## src/design/pipe_color_code_expander_core_defines.svh

```systemverilog
// assertion macros used by pcce_back
`ifndef PIPE_COLOR_CODE_EXPANDER_CORE_DEFINES_SVH
`define PIPE_COLOR_CODE_EXPANDER_CORE_DEFINES_SVH

// same-cycle implication, checked outside reset
`define PCCE_ASSERT_IMPL(label, ante, cons, msg) \
  label: assert property (@(posedge clk) disable iff (!rst_n) (ante) |-> (cons)) \
    else $error(msg);

// next-cycle implication, checked outside reset
`define PCCE_ASSERT_NEXT(label, ante, cons, msg) \
  label: assert property (@(posedge clk) disable iff (!rst_n) (ante) |=> (cons)) \
    else $error(msg);

`endif

```

## src/design/pcce_pkg.sv

```systemverilog
package pcce_pkg;

  // queue between parser and expander
  localparam int QUEUE_DEPTH = 4;

  // configuration port
  localparam int CFG_IDX_W  = 1;
  localparam int CFG_DATA_W = 1;
  localparam logic [CFG_IDX_W-1:0] REG_ANSI_ENABLED = 1'b0;
  localparam logic [CFG_IDX_W-1:0] REG_PARSE_CODES  = 1'b1;

  // longest byte run caused by one input byte
  localparam int MAX_RUN   = 7;
  localparam int RUN_IDX_W = 3;

  // characters
  localparam logic [7:0] CH_PIPE     = 8'h7c;
  localparam logic [7:0] CH_ESC      = 8'h1b;
  localparam logic [7:0] CH_LBRACKET = 8'h5b;
  localparam logic [7:0] CH_SEMI     = 8'h3b;
  localparam logic [7:0] CH_LOWER_M  = 8'h6d;
  localparam logic [7:0] CH_ZERO     = 8'h30;
  localparam logic [7:0] CH_NINE     = 8'h39;
  localparam logic [7:0] CH_THREE    = 8'h33;
  localparam logic [7:0] CH_FOUR     = 8'h34;

  // what stands in the middle of a run
  typedef enum logic [2:0] {
    MID_NONE  = 3'd0,
    MID_BYTE  = 3'd1,
    MID_FG    = 3'd2,
    MID_BG    = 3'd3,
    MID_RESET = 3'd4
  } pcce_mid_t;

  // one queued job: held bytes before, middle part, flushed bytes after
  typedef struct packed {
    logic        eot;
    logic [1:0]  pre_cnt;
    logic [3:0]  pre_digit;
    pcce_mid_t   mid;
    logic [7:0]  mid_byte;
    logic        bold;
    logic [2:0]  colour;
    logic [1:0]  post_cnt;
    logic [3:0]  post_digit;
  } pcce_job_t;

  // low three bits of a code to ansi colour number
  function automatic logic [2:0] ansi_colour(input logic [2:0] c);
    logic [2:0] r;
    case (c)
      3'd0:    r = 3'd0;
      3'd1:    r = 3'd4;
      3'd2:    r = 3'd2;
      3'd3:    r = 3'd6;
      3'd4:    r = 3'd1;
      3'd5:    r = 3'd5;
      3'd6:    r = 3'd3;
      default: r = 3'd7;
    endcase
    return r;
  endfunction

  // decimal digit value to ascii
  function automatic logic [7:0] digit_char(input logic [3:0] d);
    return CH_ZERO | {4'h0, d};
  endfunction

endpackage

```

## src/design/pcce_front.sv

```systemverilog
module pcce_front (
  input  logic                            clk,
  input  logic                            rst_n,
  input  logic                            cfg_we,
  input  logic [pcce_pkg::CFG_IDX_W-1:0]  cfg_index,
  input  logic [pcce_pkg::CFG_DATA_W-1:0] cfg_wdata,
  input  logic                            in_valid,
  output logic                            in_ready,
  input  logic [7:0]                      in_byte,
  input  logic                            in_end_of_text,
  input  logic                            q_full,
  output logic                            q_push,
  output pcce_pkg::pcce_job_t             q_job
);
  import pcce_pkg::*;

  typedef enum logic [2:0] {
    PH_IDLE  = 3'b001,
    PH_PIPE  = 3'b010,
    PH_DIGIT = 3'b100
  } phase_t;

  phase_t     phase_r, phase_nxt, phase_mid;
  logic [3:0] held_r, held_nxt, held_mid;
  logic       ansi_enabled_r;
  logic       parse_codes_r;
  logic       accept;
  logic       is_pipe, is_digit, take_idle;
  logic [6:0] code;
  pcce_job_t  job;

  assign in_ready = !q_full;
  assign accept   = in_valid && in_ready;
  assign is_pipe  = (in_byte == CH_PIPE);
  assign is_digit = (in_byte >= CH_ZERO) && (in_byte <= CH_NINE);
  // held * 10 + new digit
  assign code = {held_r, 3'b000} + {2'b00, held_r, 1'b0} + {3'b000, in_byte[3:0]};

  always_ff @(posedge clk) begin
    if (!rst_n) begin
      ansi_enabled_r <= 1'b1;
      parse_codes_r  <= 1'b1;
    end else if (cfg_we) begin
      unique case (cfg_index)
        REG_ANSI_ENABLED: ansi_enabled_r <= cfg_wdata[0];
        REG_PARSE_CODES:  parse_codes_r  <= cfg_wdata[0];
        default: ;
      endcase
    end
  end

  always_comb begin
    job       = '0;
    job.mid   = MID_NONE;
    phase_mid = phase_r;
    held_mid  = held_r;
    take_idle = 1'b0;
    if (!parse_codes_r) begin
      unique case (phase_r)
        PH_PIPE:  job.pre_cnt = 2'd1;
        PH_DIGIT: begin
          job.pre_cnt   = 2'd2;
          job.pre_digit = held_r;
        end
        default: ;
      endcase
      job.mid      = MID_BYTE;
      job.mid_byte = in_byte;
      phase_mid    = PH_IDLE;
      held_mid     = 4'd0;
    end else begin
      unique case (phase_r)
        PH_PIPE: begin
          if (is_digit) begin
            phase_mid = PH_DIGIT;
            held_mid  = in_byte[3:0];
          end else begin
            job.pre_cnt = 2'd1;
            take_idle   = 1'b1;
          end
        end
        PH_DIGIT: begin
          held_mid = 4'd0;
          if (is_digit) begin
            phase_mid = PH_IDLE;
            if (ansi_enabled_r) begin
              if (code < 7'd16) begin
                job.mid    = MID_FG;
                job.bold   = code[3];
                job.colour = ansi_colour(code[2:0]);
              end else if (code < 7'd24) begin
                job.mid    = MID_BG;
                job.colour = ansi_colour(code[2:0]);
              end else begin
                job.mid = MID_RESET;
              end
            end
          end else begin
            job.pre_cnt   = 2'd2;
            job.pre_digit = held_r;
            take_idle     = 1'b1;
          end
        end
        default: take_idle = 1'b1;
      endcase
      if (take_idle) begin
        if (is_pipe) begin
          phase_mid = PH_PIPE;
        end else begin
          phase_mid    = PH_IDLE;
          job.mid      = MID_BYTE;
          job.mid_byte = in_byte;
        end
      end
    end

    // end of text flushes whatever is still held
    job.eot = in_end_of_text;
    if (in_end_of_text) begin
      if (phase_mid == PH_PIPE) begin
        job.post_cnt = 2'd1;
      end else if (phase_mid == PH_DIGIT) begin
        job.post_cnt   = 2'd2;
        job.post_digit = held_mid;
      end
      phase_nxt = PH_IDLE;
      held_nxt  = 4'd0;
    end else begin
      phase_nxt = phase_mid;
      held_nxt  = held_mid;
    end
  end

  always_ff @(posedge clk) begin
    if (!rst_n) begin
      phase_r <= PH_IDLE;
      held_r  <= 4'd0;
    end else if (accept) begin
      phase_r <= phase_nxt;
      held_r  <= held_nxt;
    end
  end

  // a byte that produces nothing is not queued
  assign q_push = accept &&
                  !((job.pre_cnt == 2'd0) && (job.mid == MID_NONE) && (job.post_cnt == 2'd0));
  assign q_job  = job;

endmodule

```

## src/design/pcce_fifo.sv

```systemverilog
module pcce_fifo #(
  parameter int DEPTH = pcce_pkg::QUEUE_DEPTH
) (
  input  logic                clk,
  input  logic                rst_n,
  input  logic                push,
  input  pcce_pkg::pcce_job_t push_job,
  output logic                full,
  input  logic                pop,
  output logic                head_valid,
  output pcce_pkg::pcce_job_t head_job
);
  import pcce_pkg::*;

  localparam int PTR_W = (DEPTH > 1) ? $clog2(DEPTH) : 1;
  localparam int CNT_W = $clog2(DEPTH + 1);
  localparam logic [PTR_W-1:0] LAST_PTR = PTR_W'(DEPTH - 1);
  localparam logic [CNT_W-1:0] FULL_CNT = CNT_W'(DEPTH);

  pcce_job_t        entries [DEPTH];
  logic [PTR_W-1:0] wr_ptr_r, wr_ptr_nxt, rd_ptr_r, rd_ptr_nxt;
  logic [CNT_W-1:0] count_r, count_nxt;
  logic             do_push, do_pop;

  assign full       = (count_r == FULL_CNT);
  assign head_valid = (count_r != '0);
  assign head_job   = entries[rd_ptr_r];
  assign do_push    = push && !full;
  assign do_pop     = pop && head_valid;

  always_comb begin
    wr_ptr_nxt = wr_ptr_r;
    rd_ptr_nxt = rd_ptr_r;
    count_nxt  = count_r;
    if (do_push) wr_ptr_nxt = (wr_ptr_r == LAST_PTR) ? '0 : wr_ptr_r + 1'b1;
    if (do_pop)  rd_ptr_nxt = (rd_ptr_r == LAST_PTR) ? '0 : rd_ptr_r + 1'b1;
    if (do_push && !do_pop)      count_nxt = count_r + 1'b1;
    else if (do_pop && !do_push) count_nxt = count_r - 1'b1;
  end

  always_ff @(posedge clk) begin
    if (!rst_n) begin
      wr_ptr_r <= '0;
      rd_ptr_r <= '0;
      count_r  <= '0;
    end else begin
      wr_ptr_r <= wr_ptr_nxt;
      rd_ptr_r <= rd_ptr_nxt;
      count_r  <= count_nxt;
    end
  end

  always_ff @(posedge clk) begin
    if (do_push) entries[wr_ptr_r] <= push_job;
  end

endmodule

```

## src/design/pcce_back.sv

```systemverilog
`include "pipe_color_code_expander_core_defines.svh"

module pcce_back (
  input  logic                clk,
  input  logic                rst_n,
  input  logic                head_valid,
  input  pcce_pkg::pcce_job_t head_job,
  output logic                pop,
  output logic                out_valid,
  input  logic                out_ready,
  output logic [7:0]          out_byte,
  output logic                out_run_last,
  output logic                out_text_last
);
  import pcce_pkg::*;

  logic [7:0]           seq [MAX_RUN];
  logic [RUN_IDX_W-1:0] seq_len;
  logic [RUN_IDX_W-1:0] pos_r, pos_nxt;
  logic                 out_valid_r, out_valid_nxt;
  logic [7:0]           out_byte_r;
  logic                 out_run_last_r, out_text_last_r;
  logic                 load, at_last;

  // lay out the run of the head job
  always_comb begin
    for (int i = 0; i < MAX_RUN; i++) seq[i] = 8'h00;
    seq_len = '0;
    if (head_job.pre_cnt != 2'd0) begin
      seq[seq_len] = CH_PIPE;
      seq_len      = seq_len + 1'b1;
    end
    if (head_job.pre_cnt == 2'd2) begin
      seq[seq_len] = digit_char(head_job.pre_digit);
      seq_len      = seq_len + 1'b1;
    end
    case (head_job.mid) inside
      MID_BYTE: begin
        seq[seq_len] = head_job.mid_byte;
        seq_len      = seq_len + 1'b1;
      end
      MID_FG, MID_BG, MID_RESET: begin
        seq[seq_len] = CH_ESC;
        seq_len      = seq_len + 1'b1;
        seq[seq_len] = CH_LBRACKET;
        seq_len      = seq_len + 1'b1;
        if (head_job.mid == MID_FG) begin
          seq[seq_len] = digit_char({3'b000, head_job.bold});
          seq_len      = seq_len + 1'b1;
          seq[seq_len] = CH_SEMI;
          seq_len      = seq_len + 1'b1;
          seq[seq_len] = CH_THREE;
          seq_len      = seq_len + 1'b1;
          seq[seq_len] = digit_char({1'b0, head_job.colour});
          seq_len      = seq_len + 1'b1;
        end else if (head_job.mid == MID_BG) begin
          seq[seq_len] = CH_FOUR;
          seq_len      = seq_len + 1'b1;
          seq[seq_len] = digit_char({1'b0, head_job.colour});
          seq_len      = seq_len + 1'b1;
        end
        seq[seq_len] = CH_LOWER_M;
        seq_len      = seq_len + 1'b1;
      end
      default: ;
    endcase
    if (head_job.post_cnt != 2'd0) begin
      seq[seq_len] = CH_PIPE;
      seq_len      = seq_len + 1'b1;
    end
    if (head_job.post_cnt == 2'd2) begin
      seq[seq_len] = digit_char(head_job.post_digit);
      seq_len      = seq_len + 1'b1;
    end
  end

  assign load    = head_valid && (!out_valid_r || out_ready);
  assign at_last = (pos_r == seq_len - 1'b1);
  assign pop     = load && at_last;

  always_comb begin
    pos_nxt       = pos_r;
    out_valid_nxt = out_valid_r;
    if (load) begin
      pos_nxt       = at_last ? '0 : pos_r + 1'b1;
      out_valid_nxt = 1'b1;
    end else if (out_ready) begin
      out_valid_nxt = 1'b0;
    end
  end

  always_ff @(posedge clk) begin
    if (!rst_n) begin
      pos_r       <= '0;
      out_valid_r <= 1'b0;
    end else begin
      pos_r       <= pos_nxt;
      out_valid_r <= out_valid_nxt;
    end
  end

  always_ff @(posedge clk) begin
    if (load) begin
      out_byte_r      <= seq[pos_r];
      out_run_last_r  <= at_last;
      out_text_last_r <= at_last && head_job.eot;
    end
  end

  assign out_valid     = out_valid_r;
  assign out_byte      = out_byte_r;
  assign out_run_last  = out_run_last_r;
  assign out_text_last = out_text_last_r;

  `PCCE_ASSERT_IMPL(a_mid_run_has_job, pos_r != '0, head_valid, "run position without job")
  `PCCE_ASSERT_IMPL(a_job_in_range, head_valid, (seq_len != '0) && (pos_r < seq_len),
                    "run position out of range")
  `PCCE_ASSERT_IMPL(a_text_last_ends_run, out_valid_r && out_text_last_r, out_run_last_r,
                    "text end not at run end")
  `PCCE_ASSERT_NEXT(a_pos_steps, load && !at_last, pos_r == $past(pos_r) + 1'b1,
                    "run position skipped")

endmodule

```

## src/design/pipe_color_code_expander_core.sv

```systemverilog
// pipe colour code expander: rewrites |nn codes into ansi sgr escapes
// a transfer in reaches out through the job queue and then the expander's output register
// throughput: one output byte per cycle while out_ready is high; bytes yielded per item
//   (plain text 1, colour code 3 to 7, dropped code 0), paced by the expander's output register
// input stalls only when the QUEUE_DEPTH-entry job queue is full
// reset: synchronous active-low rst_n; parser idle, queue empty, both config bits set
module pipe_color_code_expander_core #(
  parameter int QUEUE_DEPTH = pcce_pkg::QUEUE_DEPTH
) (
  input  logic                            clk,
  input  logic                            rst_n,
  // configuration writes
  input  logic                            cfg_we,
  input  logic [pcce_pkg::CFG_IDX_W-1:0]  cfg_index,
  input  logic [pcce_pkg::CFG_DATA_W-1:0] cfg_wdata,
  // text in
  input  logic                            in_valid,
  output logic                            in_ready,
  input  logic [7:0]                      in_byte,
  input  logic                            in_end_of_text,
  // translated text out
  output logic                            out_valid,
  input  logic                            out_ready,
  output logic [7:0]                      out_byte,
  output logic                            out_run_last,
  output logic                            out_text_last
);
  import pcce_pkg::*;

  // front to queue
  logic      q_push;
  logic      q_full;
  pcce_job_t q_job;
  // queue to back
  logic      head_valid;
  logic      head_pop;
  pcce_job_t head_job;

  // parser: tracks held pipe and digit, classifies each byte into a job
  pcce_front u_front (
    .clk            (clk),
    .rst_n          (rst_n),
    .cfg_we         (cfg_we),
    .cfg_index      (cfg_index),
    .cfg_wdata      (cfg_wdata),
    .in_valid       (in_valid),
    .in_ready       (in_ready),
    .in_byte        (in_byte),
    .in_end_of_text (in_end_of_text),
    .q_full         (q_full),
    .q_push         (q_push),
    .q_job          (q_job)
  );

  // short job queue so parsing and expansion stall independently
  pcce_fifo #(
    .DEPTH (QUEUE_DEPTH)
  ) u_fifo (
    .clk        (clk),
    .rst_n      (rst_n),
    .push       (q_push),
    .push_job   (q_job),
    .full       (q_full),
    .pop        (head_pop),
    .head_valid (head_valid),
    .head_job   (head_job)
  );

  // expander: walks each job one output byte per transfer
  pcce_back u_back (
    .clk           (clk),
    .rst_n         (rst_n),
    .head_valid    (head_valid),
    .head_job      (head_job),
    .pop           (head_pop),
    .out_valid     (out_valid),
    .out_ready     (out_ready),
    .out_byte      (out_byte),
    .out_run_last  (out_run_last),
    .out_text_last (out_text_last)
  );

endmodule

```

## config.mk

```make
export PLATFORM = sky130hd
export DESIGN_NAME = pipe_color_code_expander_core
export DESIGN_NICKNAME = d
export VERILOG_FILES = /design/src/design/pcce_pkg.sv /design/src/design/pcce_front.sv /design/src/design/pcce_fifo.sv /design/src/design/pcce_back.sv /design/src/design/pipe_color_code_expander_core.sv
export VERILOG_INCLUDE_DIRS = /design/src /design/src/design
export SDC_FILE = /design/constraint.sdc
export NUM_CORES = 1
export LEC_CHECK = 0
export BUFFER_PORTS_ARGS = -buffer_cell sky130_fd_sc_hd__buf_2
export CAP_MARGIN = 10
export CORE_ASPECT_RATIO = 0.9
export CORE_MARGIN = 1.5
export CORE_UTILIZATION = 70
export CTS_BUF_LIST = sky130_fd_sc_hd__clkbuf_4 sky130_fd_sc_hd__clkbuf_8
export CTS_CLUSTER_SIZE = 10
export DETAILED_ROUTE_END_ITERATION = 6
export PLACE_DENSITY = 0.95
export SETUP_SLACK_MARGIN = 0.2
export SLEW_MARGIN = 20
export SYNTH_ARGS = -nofsm -noshare
export SYNTH_HDL_FRONTEND = slang
export SYNTH_SLANG_ARGS = --single-unit
```

## constraint.sdc

```tcl
create_clock -name clk -period 11.9 [get_ports clk]
set_clock_uncertainty 0.05 [all_clocks]
set_input_delay 0.595 -clock clk [delete_from_list [all_inputs] [get_ports clk]]
set_output_delay 0.595 -clock clk [all_outputs]
set_load 0.005 [all_outputs]
```

# [Yosys cells after proc, flatten, opt, wreduce, memory -nomap -nowiden]
# Memory sizes are Yosys's and may differ from the RTL's. A register that Yosys moved wholly into a read port is not among the register bits.
# Index checks and enable logic that the tools add are counted.
# W data, S select, Z words.
[classes] reduce_logical=41 n_addsub=18 n_bitwise=33 n_lt_le_gt_ge=25 mux=99 n_eq_ne=21
[ops] cell="$mux W56" n=9
[ops] cell="$bwmux W56" n=6
[ops] cell="$demux W8 S3" n=10
[ops] cell="$or A35 B35 Y35" n=4
[ops] cell="$mux W8" n=12
[ops] cell="$and A21 B21 Y21" n=4
[ops] cell="$not A21 Y21" n=4
[ops] cell="$mux W3" n=23
[ops] cell="$and A28 B28 Y28" n=2
[ops] cell="$not A28 Y28" n=2
[ops] cell="$or A28 B28 Y28" n=2
[ops] cell="$ge A4 B4 Y1 const B" n=11
[ops] cell="$lt A4 B1 Y1 const B" n=10
[ops] cell="$not A3 Y4" n=10
[ops] cell="$mux W4" n=9
[ops] cell="$and A35 B35 Y35" n=1
[ops] cell="$not A35 Y35" n=1
[ops] cell="$add A3 B1 Y3 const B" n=11
[ops] cell="$bmux W8 S3" n=1
[ops] cell="$logic_and A1 B1 Y1" n=22
[ops] cell="$mux W11" n=2
[ops] cell="$eq A3 B3 Y1 const B" n=7
[ops] cell="$or A21 B21 Y21" n=1
[ops] cell="$pmux W3 S7" n=1
[ops] cell="other kinds (32)" n=72
[word_totals] inputBits=16 regBits=30 n_memories=1 ram_bits=112
[memory_table] name="u_fifo.entries" words=4 width=28 read_ports=1 rd_clocked_by_memory_dff=1 wr=1 line="pcce_fifo.sv:20" text="pcce_job_t entries [DEPTH];"

# [Longest topological paths before layout]
[depth] ltp_word=29 depth_mapped=29 mapped_depth_nobuf=27

# [Modules after synthesis]
# From an unflattened synthesis, not the netlist that was laid out.
[unflattened] cells_unflattened=875 area_unflattened_um2=9394.0
[modules_own_cells] mod="pcce_fifo" seq_area_each_um2=3543.4 instances=1 cells_each=197 area_each_um2=4571.9
[modules_own_cells] mod="pcce_back" seq_area_each_um2=380.4 instances=1 cells_each=536 area_each_um2=3738.6
[modules_own_cells] mod="pcce_front" seq_area_each_um2=180.2 instances=1 cells_each=142 area_each_um2=1083.5

# [Worst setup path before layout]
# Ideal clock, no wire load.
[synth_path] path_type="register -> register" from="reg (tool-made name)" to="reg u_fifo.count_r[2]" setup_time_ps=76 t_required_ps=11774 setup_slack_ps=5945 arrival_time_ps=5830 path_stages_with_launch=30 path_cell_list="dfxtp_1 -> buf_6 -> mux4_2 -> buf_6 -> nand2b_1 -> nor2_1 -> xnor2_1 -> ha_1 -> a21boi_1 -> nor3_2 -> inv_1 -> ha_1 -> nor2_1 -> a21oi_1 -> ha_1 -> mux2i_1 -> ha_1 -> xor2_1 -> xnor2_1 -> o21ai_0 -> and4b_1 -> buf_2 -> and2_1 -> inv_1 -> ha_1 -> inv_1 -> fa_1 -> xor2_1 -> or3_1 -> a21boi_0"
[synth_rtl] item="end signal, assigned" line="pcce_fifo.sv:49" text="count_r <= count_nxt;"
[synth_rtl] item="end, declared" line="pcce_fifo.sv:22" text="logic [CNT_W-1:0] count_r, count_nxt;"

==> flow_summary.rst <==
.. list-table::
   :header-rows: 1

   * - Metric
     - Value
   * - Netlist area before placement
     - 8406 um^2
   * - Pre-Repair DR Iteration Count
     - 7
   * - Net count reported at finish
     - 800
   * - All-Layer GR Usage
     - 41.45%
   * - Most frequent cells in the layout
     - 122 x sky130_fd_sc_hd__edfxtp_1, 60 x sky130_fd_sc_hd__nand2_1, 58 x sky130_fd_sc_hd__nor2_1
   * - PD cells
     - 204.6 nW/um^2
   * - Width of the chip
     - ~120 um
   * - Vias in the first global route
     - 6800
   * - Critical Path Slowest Stage Cell
     - sky130_fd_sc_hd__nor2b_1
   * - Type of origin of the critical path
     - register
   * - Fraction of registers with async set or reset after synthesis
     - 0%
   * - Level count of the clock H-tree
     - 4
   * - Kind of path behind the tightest hold check
     - in -> reg
   * - Antenna violations before repair
     - 0
   * - Clock tree from TritonCTS
     - built
   * - Number of placed instances with taps included
     - ~900
   * - Synthesis-to-finish area growth
     - 6.684%
   * - Delay of the slowest cell on the worst path
     - 820 ps
   * - Instance count of the mapped netlist
     - 746
   * - Height of the die
     - 107.0 um
   * - First-pass GRT wire length
     - a little under 40000 um
   * - Post-Route WL
     - roughly 25000 um
   * - Result of the run
     - finished clean
   * - Setup repair after global routing missed its margin
     - no
   * - Num Clock Sinks
     - 144
   * - Clock-pin transition on the worst setup and hold timing paths
     - 80 ps
   * - Total die area
     - 12680 um^2
   * - Fmax
     - around 130 MHz
   * - Final setup violation count
     - 0
   * - IO Port Bufs
     - 27
   * - Area share of xor/xnor cells in the synthesized design
     - between 1 and 1.5%
   * - Initial Util
     - 72.63%
   * - Syn Nets
     - 785
   * - Post-Route Utilization
     - between 70 and 80%
   * - Data required time at the worst endpoint
     - 12240 ps
   * - Total setup buffers inserted after CTS
     - 0
   * - Critical path endpoint category
     - register
   * - Crit path max fanout
     - 31
   * - Hold Worst Slack
     - 310.0 ps
   * - Worst-case headroom to the max-slew limit
     - 30.15%
   * - Final Max Slew Viols
     - 0
   * - Transition time of the tightest slew-check pin
     - roughly 1000 ps
   * - Final cell count without fillers
     - 930
   * - Compound-cell area share of the yosys netlist
     - 15.99%
   * - Number of antenna cells inserted
     - 0
   * - Iter 0 DRT Violations
     - between 1000 and 1500
   * - Final-report hold violation count
     - 0
   * - Seq cells post-synth
     - 144
   * - Congestion Overflow GR
     - 0
   * - Post-detailed-route wirelength per cell
     - 27.24 um
   * - Simple-gate portion of the synthesized area
     - 16.25%
   * - Period utilisation layout
     - 66.78%
   * - DR vias/cell
     - approximately 7.5
   * - Post-detail-place hpwl
     - approximately 18000 um
   * - Max-cap violations
     - 0
   * - Warnings from Yosys
     - 0
   * - EDFF count, synth
     - roughly 120
   * - Source-to-sink clock delay at the later pin of the worst-skew pair
     - approximately 470 ps
   * - Worst setup path category
     - reg -> reg
   * - CTS Hold Buffers Added
     - 0
   * - Number of placement rows
     - 37
   * - IR drop worst, VDD
     - 166.3 uV
   * - Minimum clock period after layout
     - 7947 ps
   * - Number of antenna-violating nets in the routed design
     - 0
   * - Proportion of synthesized area in mux cells
     - 10.00%
   * - Synthesized area per cell
     - 11.27 um^2
   * - Synth Flop Type
     - sky130_fd_sc_hd__edfxtp_1
   * - Gpl congestion
     - 1.034
   * - Largest net degree at the start of global routing
     - 40
   * - Number of distinct library cells after synthesis
     - a little under 90
   * - Root Buffer Master
     - sky130_fd_sc_hd__clkbuf_8
   * - CP dominant cell by count
     - sky130_fd_sc_hd__ha_1
   * - Number of cells upsized or downsized after cts
     - 0
   * - Via count of the routed design
     - between 6000 and 7000
   * - Final setup TNS
     - 0 ps
   * - DRC violations left
     - 0
   * - CP Data Arrival Time
     - 8280 ps
   * - Clock Tree Buf Depth
     - 2
   * - Post-synthesis sequential area ratio
     - 48.82%
   * - Combinational family with the most area after synthesis
     - simple AND/OR/NAND/NOR gates
   * - I/O pin count
     - 28
   * - Clock buffers created by TritonCTS
     - 17
   * - Proportion of layout cells with a drive suffix above 1
     - 16.41%
   * - Area of the placeable core
     - 11570 um^2
   * - Static leakage power
     - between 3 and 4 nW
   * - Leading cell type in the layout, fill and taps excluded
     - sky130_fd_sc_hd__edfxtp_1
   * - Post-synthesis adder-cell area fraction
     - around 3.8%
-- worst paths after layout --
kind | startpoint | end | slack [ps] | depth (start not counted)
worst max-delay path | register | u_fifo.count_r[2] | 3950 | 28
worst min-delay path | cfg_wdata | u_front.ansi_enabled_r | 310 | 3
worst max register to register | register | u_fifo.count_r[2] | 3950 | 28
worst min register to register | u_back.out_valid | u_back.out_valid | 450 | 2
-- Yosys cell counts, types with 4 or more instances --
master | count | area [um^2]
sky130_fd_sc_hd__nor2b_1 | 17 | 106.4
sky130_fd_sc_hd__dfxtp_1 | 22 | 440.4
sky130_fd_sc_hd__a311oi_1 | 4 | 35.03
sky130_fd_sc_hd__mux2i_1 | 18 | 180.2
sky130_fd_sc_hd__a21o_1 | 6 | 45.04
sky130_fd_sc_hd__ha_1 | 20 | 250.2
sky130_fd_sc_hd__nor4_1 | 6 | 37.54
sky130_fd_sc_hd__edfxtp_1 | 122 | 3664
sky130_fd_sc_hd__o31ai_1 | 4 | 30.03
sky130_fd_sc_hd__clkbuf_1 | 22 | 82.58
sky130_fd_sc_hd__a21oi_1 | 48 | 240.2
sky130_fd_sc_hd__mux4_2 | 27 | 608.1
sky130_fd_sc_hd__a21boi_0 | 5 | 37.54
sky130_fd_sc_hd__and2_1 | 25 | 156.4
sky130_fd_sc_hd__buf_6 | 6 | 67.56
sky130_fd_sc_hd__inv_1 | 28 | 105.1
sky130_fd_sc_hd__o211ai_1 | 4 | 30.03
sky130_fd_sc_hd__a211oi_1 | 11 | 82.58
sky130_fd_sc_hd__nand4_1 | 4 | 25.02
sky130_fd_sc_hd__nor2_1 | 58 | 217.7
sky130_fd_sc_hd__a22oi_1 | 4 | 30.03
sky130_fd_sc_hd__xor2_1 | 4 | 35.03
sky130_fd_sc_hd__a31oi_1 | 10 | 62.56
sky130_fd_sc_hd__and3_1 | 7 | 43.79
sky130_fd_sc_hd__nor3_1 | 28 | 140.1
sky130_fd_sc_hd__nand2b_1 | 6 | 37.54
sky130_fd_sc_hd__o32a_1 | 4 | 40.04
sky130_fd_sc_hd__xnor2_1 | 8 | 70.07
sky130_fd_sc_hd__nand3_1 | 21 | 105.1
sky130_fd_sc_hd__o21ai_0 | 29 | 145.1
sky130_fd_sc_hd__buf_2 | 7 | 35.03
sky130_fd_sc_hd__a32oi_1 | 6 | 52.55
sky130_fd_sc_hd__nand2_1 | 60 | 225.2
sky130_fd_sc_hd__a221oi_1 | 6 | 52.55
sky130_fd_sc_hd__o32ai_1 | 4 | 35.03
sky130_fd_sc_hd__or3_1 | 4 | 25.02
-- where the power goes --
| part | total, W | internal, W | switching [W] |
|---|---|---|---|
| registers | 0.000652 | 0.000620 | 0.0000321 |
| clock network | 0.000375 | 0.000171 | 0.000204 |
| logic | 0.000807 | 0.000278 | 0.000530 |
| total | 0.00183 | 0.00107 | 0.000766 |
-- kinds of logic after synthesis --
kind of cell,after synthesis
AND/OR/NAND/NOR,262
AO/OA/AOI/OAI,186
XOR/XNOR,13
flip-flops,144
multiplexers,49
buffers and inverters,68
adder cells (fa/ha/maj),24
-- sequential cells by signal, summed over array words and instances (netlist names), named ones only --
register,count
u_back.pos_r,3
u_back.out_valid,1
u_front.parse_codes_r,1
u_front.ansi_enabled_r,1
u_fifo.rd_ptr_r,2
u_front.held_r,4
u_back.out_run_last,1
u_fifo.count_r,3
u_fifo.entries,112
u_back.out_byte,8
u_back.out_text_last,1
u_front.phase_r,3
u_fifo.wr_ptr_r,2
-- stage by stage --
stage | worst slack (ps) | area, um^2 | power [W]
2_1_floorplan | 5945 | 8406 | 0.001205
3_3_place_gp | 5009 | 8593 | 0.001376
3_5_place_dp | 4312 | 8593 | 0.001419
4_1_cts | 4131 | 8967 | 0.001797
5_1_grt | 3601 | 8967 | 0.001896
6_report | 3953 | 8967 | 0.001835
-- cell type report --
type,instances,area [um^2]
Clock buffer,18,241.5
Inverter,30,112.6
Timing Repair Buffer,34,187.7
Multi-Input combinational cell,534,3993
Fill cell,698,2606
Sequential cell,144,4105
Clock inverter,14,132.6
Tap cell,156,195.2
-- metal layers --
layer	wire length, um	vias to the layer above	track usage, %	share of wire [%]
met2	12370	609	68.94	49
li1	-	2900	-	-
met4	1025	0	17.13	4.0
met3	2925	111	8.883	12
met1	9009	3365	53.72	36
met5	0	-	0	0
-- worst max-delay path: cells and delay by family, from the launching register on --
kind / cells / cell delay [ps]
buffers and inverters: 5 / 990
muxes: 3 / 790
and+or+nand+nor: 7 / 2560
adders and majority gates: 6 / 1750
AOI/OAI and AO/OA: 3 / 560
xor gates and xnor gates: 4 / 820
DFF: 1 / 330
Note: power is estimated with default switching activity, not from simulation.
